==> src/rtl/esu_pkg.sv <==
// shared types and constants of the escaped string unescaper
`default_nettype none

package esu_pkg;

	// mode register codes (any code past extended sql acts as standard sql)
	localparam logic [1:0] MODE_C   = 2'd0;
	localparam logic [1:0] MODE_EXT = 2'd1;

	// result status codes
	localparam logic [1:0] ST_OK         = 2'd0;
	localparam logic [1:0] ST_BSLASH_END = 2'd1;
	localparam logic [1:0] ST_LONE_QUOTE = 2'd2;

	// character codes
	localparam logic [7:0] CH_BSLASH = 8'h5c;
	localparam logic [7:0] CH_QUOTE  = 8'h27;
	localparam logic [7:0] CH_ZERO   = 8'h30;
	localparam logic [7:0] CH_SEVEN  = 8'h37;
	localparam logic [7:0] CH_LC_T   = 8'h74;
	localparam logic [7:0] CH_LC_N   = 8'h6e;
	localparam logic [7:0] CH_LC_R   = 8'h72;
	localparam logic [7:0] CH_LC_A   = 8'h61;
	localparam logic [7:0] CH_LC_B   = 8'h62;
	localparam logic [7:0] CH_TAB    = 8'h09;
	localparam logic [7:0] CH_LF     = 8'h0a;
	localparam logic [7:0] CH_CR     = 8'h0d;
	localparam logic [7:0] CH_BEL    = 8'h07;
	localparam logic [7:0] CH_BS     = 8'h08;

	// result buffer depth, at least two
	localparam int OBUF_DEPTH = 4;

	typedef enum logic [2:0] {
		PH_NORMAL,
		PH_BSLASH,
		PH_OCT1,
		PH_OCT2,
		PH_QUOTE,
		PH_DROP
	} phase_t;

	typedef struct packed {
		logic [7:0] in_byte;
		logic       end_of_input;
	} in_word_t;

	typedef struct packed {
		logic [7:0] out_byte;
		logic [1:0] status;
		logic       end_of_output;
	} out_word_t;

endpackage

`default_nettype wire

==> src/rtl/escaped_string_unescaper_core.sv <==
// top level of the escaped string unescaper: decode stage and result buffer
`default_nettype none

//  channel | signals                          | direction | word
//  --------+----------------------------------+-----------+-----------------------------
//  src     | src_valid, src_stall, src_word   | in        | raw byte, end_of_input flag
//  res     | res_valid, res_stall, res_word   | out       | byte, status, end_of_output
//  mode    | mode_we, mode_wdata              | in        | 2-bit mode register
//
//  one raw byte accepted per cycle; res_valid rises once its word is in the result
//  buffer; a byte that yields two words takes two slots of the four-word buffer; input
//  keeps one byte per cycle until runs of such bytes or a stalled receiver fill it
//  src_stall rises when a word waits in the input register and the buffer has
//  fewer than two free slots
//  reset: mode is c unescape, phase normal, accumulator zero, both stages empty

module escaped_string_unescaper_core
	import esu_pkg::*;
(
	input  wire logic      clk,
	input  wire logic      arst_n,
	input  wire logic      mode_we,
	input  wire logic [1:0] mode_wdata,
	input  wire logic      src_valid,
	output logic           src_stall,
	input  wire in_word_t  src_word,
	output logic           res_valid,
	input  wire logic      res_stall,
	output out_word_t      res_word
);

	localparam int PTR_W = (OBUF_DEPTH > 1) ? $clog2(OBUF_DEPTH) : 1;
	localparam int CNT_W = $clog2(OBUF_DEPTH + 1);

	function automatic logic [PTR_W-1:0] ptr_inc(input logic [PTR_W-1:0] p);
		ptr_inc = (p == PTR_W'(OBUF_DEPTH - 1)) ? '0 : p + 1'b1;
	endfunction

	// configuration and decoder state
	logic [1:0] mode_q;
	phase_t     phase_q;
	logic [7:0] acc_q;

	// input register
	logic     valid_s1;
	in_word_t word_s1;

	// result buffer
	out_word_t        obuf_q [OBUF_DEPTH];
	logic [PTR_W-1:0] wr_ptr_q;
	logic [PTR_W-1:0] rd_ptr_q;
	logic [CNT_W-1:0] cnt_q;

	// decode signals
	logic       go;
	logic [7:0] b;
	logic       last;
	logic       is_oct;
	logic       plain_bs;
	logic       plain_q;
	logic       plain_emit;
	logic [7:0] esc_byte;
	logic [7:0] acc_d;
	phase_t     phase_mid;
	phase_t     phase_d;
	out_word_t  r0;
	out_word_t  r1;
	logic [1:0] rcnt;
	logic       q_err;
	logic       tail;
	out_word_t  tail_w;
	logic       pop;

	assign b    = word_s1.in_byte;
	assign last = word_s1.end_of_input;

	// byte classes
	assign is_oct     = (b >= CH_ZERO) && (b <= CH_SEVEN);
	assign plain_bs   = (b == CH_BSLASH) && ((mode_q == MODE_C) || (mode_q == MODE_EXT));
	assign plain_q    = (b == CH_QUOTE) && (mode_q != MODE_C);
	assign plain_emit = !plain_bs && !plain_q;

	// named escapes, anything else stands for itself
	always_comb begin
		case (b)
			CH_LC_T: esc_byte = CH_TAB;
			CH_LC_N: esc_byte = CH_LF;
			CH_LC_R: esc_byte = CH_CR;
			CH_LC_A: esc_byte = CH_BEL;
			CH_LC_B: esc_byte = CH_BS;
			default: esc_byte = b;
		endcase
	end

	// next phase and accumulator
	always_comb begin
		acc_d     = acc_q;
		phase_mid = PH_NORMAL;
		unique case (phase_q) inside
			PH_DROP: begin
				phase_mid = PH_DROP;
			end
			PH_BSLASH: begin
				if (is_oct) begin
					acc_d     = {5'd0, b[2:0]};
					phase_mid = PH_OCT1;
				end
			end
			PH_OCT1, PH_OCT2: begin
				if (is_oct) begin
					acc_d     = {acc_q[4:0], b[2:0]};
					phase_mid = (phase_q == PH_OCT1) ? PH_OCT2 : PH_NORMAL;
				end else if (plain_bs) begin
					phase_mid = PH_BSLASH;
				end else if (plain_q) begin
					phase_mid = PH_QUOTE;
				end
			end
			PH_QUOTE: begin
				phase_mid = (b == CH_QUOTE) ? PH_NORMAL : PH_DROP;
			end
			default: begin
				if (plain_bs) begin
					phase_mid = PH_BSLASH;
				end else if (plain_q) begin
					phase_mid = PH_QUOTE;
				end
			end
		endcase
		// the final byte always leaves the decoder in normal phase
		phase_d = last ? PH_NORMAL : phase_mid;
	end

	// result words for this byte
	always_comb begin
		r0     = '0;
		r1     = '0;
		rcnt   = 2'd0;
		q_err  = 1'b0;
		tail   = 1'b0;
		tail_w = '0;
		unique case (phase_q) inside
			PH_DROP: begin
				rcnt = 2'd0;
			end
			PH_BSLASH: begin
				if (!is_oct) begin
					r0.out_byte = esc_byte;
					rcnt        = 2'd1;
				end
			end
			PH_OCT1, PH_OCT2: begin
				if (is_oct) begin
					if (phase_q == PH_OCT2) begin
						r0.out_byte = acc_d;
						rcnt        = 2'd1;
					end
				end else begin
					// pending octal value goes first, then the byte itself if it opens no escape
					r0.out_byte = acc_q;
					rcnt        = 2'd1;
					if (plain_emit) begin
						r1.out_byte = b;
						rcnt        = 2'd2;
					end
				end
			end
			PH_QUOTE: begin
				rcnt = 2'd1;
				if (b == CH_QUOTE) begin
					r0.out_byte = CH_QUOTE;
				end else begin
					// lone quote ends the string at once
					r0.status        = ST_LONE_QUOTE;
					r0.end_of_output = 1'b1;
					q_err            = 1'b1;
				end
			end
			default: begin
				if (plain_emit) begin
					r0.out_byte = b;
					rcnt        = 2'd1;
				end
			end
		endcase

		if (last && !q_err) begin
			// close whatever is still open at the end of the string
			if (phase_mid == PH_BSLASH) begin
				tail          = 1'b1;
				tail_w.status = ST_BSLASH_END;
			end else if (phase_mid == PH_QUOTE) begin
				tail          = 1'b1;
				tail_w.status = ST_LONE_QUOTE;
			end else if ((phase_mid == PH_OCT1) || (phase_mid == PH_OCT2)) begin
				tail            = 1'b1;
				tail_w.out_byte = acc_d;
			end
			if (tail) begin
				if (rcnt == 2'd0) begin
					r0   = tail_w;
					rcnt = 2'd1;
				end else begin
					r1   = tail_w;
					rcnt = 2'd2;
				end
			end
			if (rcnt == 2'd1) begin
				r0.end_of_output = 1'b1;
			end else if (rcnt == 2'd2) begin
				r1.end_of_output = 1'b1;
			end
		end
	end

	// the held byte is decoded once two buffer slots are free
	assign go        = valid_s1 && (cnt_q <= CNT_W'(OBUF_DEPTH - 2));
	assign src_stall = valid_s1 && !go;

	assign res_valid = (cnt_q != '0);
	assign res_word  = obuf_q[rd_ptr_q];
	assign pop       = res_valid && !res_stall;

	// mode register
	always_ff @(posedge clk or negedge arst_n) begin
		if (!arst_n) begin
			mode_q <= MODE_C;
		end else if (mode_we) begin
			mode_q <= mode_wdata;
		end
	end

	// input register control
	always_ff @(posedge clk or negedge arst_n) begin
		if (!arst_n) begin
			valid_s1 <= 1'b0;
		end else if (!src_stall) begin
			valid_s1 <= src_valid;
		end
	end

	// input register payload
	always_ff @(posedge clk) begin
		if (!src_stall && src_valid) begin
			word_s1 <= src_word;
		end
	end

	// decoder state
	always_ff @(posedge clk or negedge arst_n) begin
		if (!arst_n) begin
			phase_q <= PH_NORMAL;
			acc_q   <= '0;
		end else if (go) begin
			phase_q <= phase_d;
			acc_q   <= acc_d;
		end
	end

	// result buffer pointers and fill count
	always_ff @(posedge clk or negedge arst_n) begin
		if (!arst_n) begin
			wr_ptr_q <= '0;
			rd_ptr_q <= '0;
			cnt_q    <= '0;
		end else begin
			if (go && (rcnt == 2'd1)) begin
				wr_ptr_q <= ptr_inc(wr_ptr_q);
			end else if (go && (rcnt == 2'd2)) begin
				wr_ptr_q <= ptr_inc(ptr_inc(wr_ptr_q));
			end
			if (pop) begin
				rd_ptr_q <= ptr_inc(rd_ptr_q);
			end
			cnt_q <= cnt_q + (go ? CNT_W'(rcnt) : CNT_W'(0)) - CNT_W'(pop);
		end
	end

	// result buffer payload
	always_ff @(posedge clk) begin
		if (go && (rcnt != 2'd0)) begin
			obuf_q[wr_ptr_q] <= r0;
		end
		if (go && (rcnt == 2'd2)) begin
			obuf_q[ptr_inc(wr_ptr_q)] <= r1;
		end
	end

	// buffer never overfills
	a_cnt_bound: assert property (@(posedge clk) disable iff (!arst_n)
		cnt_q <= CNT_W'(OBUF_DEPTH))
		else $error("result buffer count past depth");

	// the last byte of a string leaves the decoder in normal phase
	a_last_resets_phase: assert property (@(posedge clk) disable iff (!arst_n)
		(go && last) |=> (phase_q == PH_NORMAL))
		else $error("phase not normal after final byte");

	// error words carry a zero byte and end the string
	a_err_ends: assert property (@(posedge clk) disable iff (!arst_n)
		(go && (rcnt != 2'd0) && (r0.status != ST_OK)) |->
		(r0.end_of_output && (r0.out_byte == 8'd0)))
		else $error("error word without end mark or with data");

	// of two words from one byte the first is never an end word
	a_pair_first_ok: assert property (@(posedge clk) disable iff (!arst_n)
		(go && (rcnt == 2'd2)) |-> ((r0.status == ST_OK) && !r0.end_of_output))
		else $error("first of two words ends the string");

endmodule

`default_nettype wire

==> config.mk <==
export PLATFORM = sky130hd
export DESIGN_NAME = escaped_string_unescaper_core
export DESIGN_NICKNAME = d
export VERILOG_FILES = /design/src/rtl/esu_pkg.sv /design/src/rtl/escaped_string_unescaper_core.sv
export SDC_FILE = /design/constraint.sdc
export NUM_CORES = 1
export LEC_CHECK = 0
export ABC_AREA = 1
export BUFFER_PORTS_ARGS = -buffer_cell sky130_fd_sc_hd__buf_4
export CAP_MARGIN = 20
export CORE_MARGIN = 2
export CORE_UTILIZATION = 40
export CTS_CLUSTER_DIAMETER = 30
export DETAILED_ROUTE_END_ITERATION = 10
export GPL_TIMING_DRIVEN = 0
export PLACE_DENSITY = 0.58
export SETUP_SLACK_MARGIN = 0.15
export SLEW_MARGIN = 30
export SYNTH_ARGS = -nofsm -noshare
export SYNTH_HDL_FRONTEND = slang
export SYNTH_SLANG_ARGS = --single-unit
==> constraint.sdc <==
create_clock -name clk -period 3.5 [get_ports clk]
set_input_delay 0.35 -clock clk [delete_from_list [all_inputs] [get_ports clk]]
set_output_delay 0.35 -clock clk [all_outputs]
set_load 0.05 [all_outputs]
-- Yosys cells after proc, flatten, opt, wreduce, memory -nomap -nowiden
Memory sizes are Yosys's and may differ from the RTL's.
Index checks and enable logic that the tools add are counted.
- output and inout bits: 13
- bits of input ports: 16
- logic and storage cells: 130
- memories kept: 1
- bits in registers: 30
- memory bits (writable): 44
- add/subtract/negate cells: 5
- reductions and logical operators: 27
- eq/ne operators: 24
- magnitude comparators: 3
- muxes and demuxes: 61
- memory list (name ; words ; width ; rd ports ; clocked after Yosys merged registers in ; write ports ; line ; text):
    obuf_q ; 4 ; 11 ; 1 ; 0 ; 2 ; escaped_string_unescaper_core.sv:49 ; out_word_t obuf_q [OBUF_DEPTH];
- operator list (kind ; count):
    two-way mux 8 bit ; 11
    two-way mux 11 bit ; 6
    == test 8 x 7 -> 1 bit, second input constant ; 6
    case mux 8 bit (5 select lines) ; 1
    two-way mux 2 bit ; 16
    case mux 8 bit (4 select lines) ; 1
    two-way mux 3 bit ; 6
    two-way mux 1 bit ; 16
    case mux 8 bit (2 select lines) ; 1
    == test 3 x 2 -> 1 bit, second input constant ; 4
    logical AND 1 bit ; 12
    case mux 3 bit (4 select lines) ; 1
    == test 2 bit, second input constant ; 5
    == test 3 bit, second input constant ; 3
    == test 8 x 6 -> 1 bit, second input constant ; 1
    greater-or-equal comparator 8 x 6 -> 1 bit, second input constant ; 1
    <= comparator 8 x 6 -> 1 bit, second input constant ; 1
    case mux 2 bit (4 select lines) ; 1
    adder 2 x 1 -> 2 bit, second input constant ; 3
    == test 2 x 1 -> 1 bit, second input constant ; 3
    == test 3 x 1 -> 1 bit, second input constant ; 2
    zero test 1 bit ; 6
    two-way mux 6 bit ; 1
    nonzero test 2 bit ; 3
    other kinds (7) ; 9

-- Logic depth before layout (Yosys ltp)
- word-level depth: 19
- depth in mapped cells: 19
- mapped depth without buffers: 19

-- Least setup slack after synthesis
Ideal clock, no wire load.
- kind: register to register
- start point: reg word_s1 (netlist bit b[5])
- end point: reg cnt_q[2]
- buffers on the path: 0
- setup time: 0.129 ns
- required time: 3.371 ns
- cell stages (with the launch flop): 16
- arrival: 2.556 ns
- clock period less this slack: 2.684 ns
- setup slack: 0.816 ns
- cell sequence: edfxtp_1 > nor3_1 > nand3_1 > nand2_1 > nor2_1 > nor2_4 > nand2_2 > nand2_2 > nand2_2 > ha_1 > inv_1 > ha_1 > inv_1 > fa_1 > xnor2_1 > xor2_1
- word-level cells in the longest chain between the ends: 18
- elaborated cells between the ends (all ways): 42
- those cells by class: 2 x add/sub; 2 x order compare; 6 x eq/ne; 22 x mux; 10 x reduce/logical
- ends and longest elaborated chain (item ; line ; text):
    from (decl) ; escaped_string_unescaper_core.sv:46 ; in_word_t word_s1;
    from (signal assigned) ; escaped_string_unescaper_core.sv:245 ; word_s1 <= src_word;
    branches (longest 14 deep; another with greater-or-equal comparator 8 x 6 -> 1 bit) ; -- ;
    two-way mux 2 bit (*) ; escaped_string_unescaper_core.sv:187 ; if (last && !q_err) begin
    two-way mux 2 bit (*) ; escaped_string_unescaper_core.sv:275 ; cnt_q <= cnt_q + (go ? CNT_W'(rcnt) : CNT_W'(0)) - CNT_W'(pop);
    adder 3 x 2 -> 3 bit (*) ; escaped_string_unescaper_core.sv:275 ;
    subtractor 3 x 1 -> 3 bit (*) ; escaped_string_unescaper_core.sv:275 ;
    to (signal assigned) ; escaped_string_unescaper_core.sv:275 ;
    to (decl) ; escaped_string_unescaper_core.sv:52 ; logic [CNT_W-1:0] cnt_q;
Mark *: on every way between the ends. The select of a mux whose other input is x is not followed.
A chain may end at the register's enable or synchronous reset.

-- Worst setup path in the final report
Ends and elaborated chain as after synthesis.

==> metrics.yaml <==
synth:
  synth.most_common_cell: "nand2_1"
  ys_top_cells_by_area: "edfxtp_1, nand2_1, dfrtp_1"
  ys_types: 36
  synthFlopType: "edfxtp_1"
  syn_inst: 567
  synth-edff-count: 53
  seq_area_frac_synth_pct: 46.61
  yosys_warnings: 0
  syn_nets: 595
  ys_ff_latch: 74
  synth_top_area_share_pct: 35.04
  synthTopCellsByCount: "nand2_1, nor2_1, edfxtp_1"
  async_flop_share_pct: 28.38
  yosys.area.top_type: "edfxtp_1"
  syn_avg_cell_area_um2: 8.010
  synth_area_mm2: 0.004542
cells_and_area:
  nets: 641
  layout-drive-gt1-share_pct: 17.64
  fill_cells: 1100
  areaGrowthSynthToFinish_pct: 16.25
  layout.cells.non_filler: 758
  antenna_cells: 0
setup_path:
  r2r-end: "cnt_q[2]"
  arrival_ns: 3.41
  path_depth: 16
  cp-end-kind: "register"
  setup.worst_path.start_class: "register"
  crit_path_top_delay_cell: "edfxtp_1"
  critical_path.top_delay_family: "simple AND/OR/NAND/NOR gates"
  critPathMaxFanout: 4
  rr_startpoint: "b[5]"
  critical_path_class: "register to register"
  path_cells: "buf_4, nor3_1, nand3_1, nand2_2, nor2_1, nor2_4, nand2_2, nand2_2, nand2_2, ha_1, inv_1, ha_1, inv_1, fa_1, xnor2_1, xor2_1"
  cp.required_ns: 3.75
  reg2reg_setup_slack_ns: 0.35
  crit_path_frequent_cell: "nand2_2"
  cpPeakStageDelay_ns: 0.46
  reg2reg_depth: 16
  crit_buf_inv: 3
floorplan:
  die_x_um: 110.6
  die_y_um: 110.6
  core_area_mm2: 0.01098
  rows: 38
  die_area_mm2: 0.01222
  io_pins: 29
  start_util_pct: 41.35
sta:
  setup_viol: 0
  period_share_pct: 90.10
  slew_headroom_pct: 53.19
  fin_ws_ns: 0.3464
  tightest_slew_ns: 0.6995
  finalHoldViolCount: 0
  fin_skew_ns: 0.007163
  rsz0062_at_grt: "false"
  period_needed_ns: 3.154
  tns_ns: 0
  max_freq_mhz: 317.1
  drv_slew: 0
hold_path:
  min_path_type: "primary input to register"
  hp-start: "src_word[7]"
  whs_path_depth: 1
  min_to: "b[6]"
clock_network:
  cts_root_buf: "clkbuf_16"
  insertion_delay_ns: 0.34
  numCtsBuffers: 9
  htree_levels: 3
  clock_sinks: 74
  cts_tree: "yes"
  path_clk_slew_ns: 0.06
  clock_path_buffers: 2
place:
  dp_hpwl_mm: 8.567
  place_inst: 736
  placement.setup.worst_slack_ns: 0.3530
  port-buffer-count: 28
  gp_congestion: 0.9568
routing:
  finalWirelength_mm: 11.69
  viasPerCell: 5.140
  firstDrtPassIters: 5
  wl_per_cell_um: 15.42
  drc: 0
  drt_iter0_markers: 239
  vias: 3896
  ant_nets: 0
pwr:
  p_int_uw: 2201
  p_seq_share_pct: 33.2
  p_sw_uw: 1739
  combPwrFrac_pct: 45.4
  pwr-share-clk_pct: 21.4
  ir_worst_vdd_mv: 0.5539
  power_density_mw_per_mm2: 746.2
  p_leak_uw: 0.002403
  swShare_pct: 44.13
outcome:
  status: "complete, no violations"
job:
  cap_viol_max_count: 0
global_routing:
  grt_overflow: 0
  grt_max_degree: 22
  grt_antenna_before_repair: 0
  grtUsageTotal_pct: 19.80
  grt_pass1_vias: 3894
  grt_pass1_wl_mm: 19.22
==> metal layers <==
| layer | GRT usage (%) | share of wire, % |
|---|---|---|
| met1 | 24.82 | 45 |
| met2 | 33.21 | 48 |
| met3 | 3.128 | 5.0 |
| met4 | 9.833 | 2.4 |
| met5 | 0 | 0 |
==> metrics by stage <==
stage	cell area (µm²)	util (%)	power [µW]	hold WS, ns
finish	5280	48.07	3940	0.1844
global route	5280	48.07	4196	0.1826
CTS	5225	47.57	3940	0.1797
detailed placement	4942	45.00	3092	0.2693
global placement	4927	44.86	3051	0.2664
floorplan	4542	-	2561	0.05441
==> cell usage in the layout (no fill, tap or decap), types with 2 or more instances in the layout <==
cell	netlist	final
inv_4	3	3
nor2_8	2	2
o21bai_1	3	3
nor3_1	3	3
nand2_4	5	5
xor2_1	2	2
buf_6	4	5
o22ai_1	14	14
nand3_2	3	4
o21ai_2	2	3
clkinv_2	0	2
dfrtp_1	21	21
nand3_1	23	22
nand2_1	178	177
nor2_1	56	54
inv_1	48	48
clkbuf_16	0	9
clkinv_4	0	3
inv_2	12	12
edfxtp_1	53	53
nand2_2	11	12
nor2_4	2	3
o211ai_1	5	5
clkbuf_1	7	8
buf_4	1	34
ha_1	11	11
nand4_1	3	3
mux2_2	2	2
o21ai_0	50	49
nor2_2	7	8
o21ai_1	17	17
nand3b_1	2	2
a21oi_1	11	11
==> worst register-to-register path, cell delays in order, from the launching register on <==
cell and delay [ns]:
edfxtp_1 0.46, buf_4 0.18, nor3_1 0.27, nand3_1 0.19, nand2_2 0.18, nor2_1 0.13
nor2_4 0.15, nand2_2 0.08, nand2_2 0.09, nand2_2 0.08, ha_1 0.31, inv_1 0.06
ha_1 0.13, inv_1 0.05, fa_1 0.37, xnor2_1 0.20, xor2_1 0.17
==> registers in the layout (all words and copies together) (netlist names) <==
| signal | count |
|---|---|
| rd_ptr_q | 2 |
| mode_q | 2 |
| valid_s1 | 1 |
| phase_q | 3 |
| b | 8 |
| acc_q | 8 |
| wr_ptr_q | 2 |
| last | 1 |
| cnt_q | 3 |
| obuf_q | 44 |
==> worst max path at each step <==
stage | startpoint | endpoint
finish | b[5] | cnt_q[2]
global route | b[5] | cnt_q[2]
CTS | b[7] | cnt_q[2]
detailed placement | b[7] | cnt_q[2]
global placement | b[6] | obuf_q[0][4]
floorplan | b[5] | cnt_q[2]
==> power by group through the flow <==
stage	Combinational, µW	Sequential (µW)	Clock (µW)
after global placement	1720	1330	0
final	1790	1310	845
after floorplan	1270	1290	0
after detailed placement	1760	1330	0
after global routing	1980	1330	888
after CTS	1780	1310	854
==> cell type report <==
type / count / area [µm²] / share of cell area, %
Clock buffer: 10 / 229.0 / 4.337
Tap cell: 140 / 175.2 / 3.318
Buffer: 12 / 78.83 / 1.493
Sequential cell: 74 / 2117 / 40.09
Multi-Input combinational cell: 417 / 2120 / 40.14
Clock inverter: 6 / 43.79 / 0.8294
Timing Repair Buffer: 35 / 269.0 / 5.095
Inverter: 64 / 247.7 / 4.692
==> cell families (layout without fill, tap and decap cells) <==
| family | after synthesis | count (layout) | share of synthesized area [%] |
|---|---|---|---|
| AO/OA/AOI/OAI | 105 | 105 | 12.95 |
| XOR/XNOR | 3 | 3 | 0.5786 |
| adder cells (fa/ha/maj) | 12 | 12 | 3.471 |
| buffers and inverters | 76 | 127 | 7.190 |
| flip-flops | 74 | 74 | 46.61 |
| multiplexers | 2 | 2 | 0.4958 |
| AND/OR/NAND/NOR | 295 | 295 | 28.71 |
==> timing repair <==
item / CTS / global route
hold endpoints to repair: 21 / 0
setup endpoints to repair: 0 / 1
gates resized for setup: 0 / 5
hold buffers: 1 / 0
buffers inserted: 0 / 5
(Power assumes the default switching activity.)
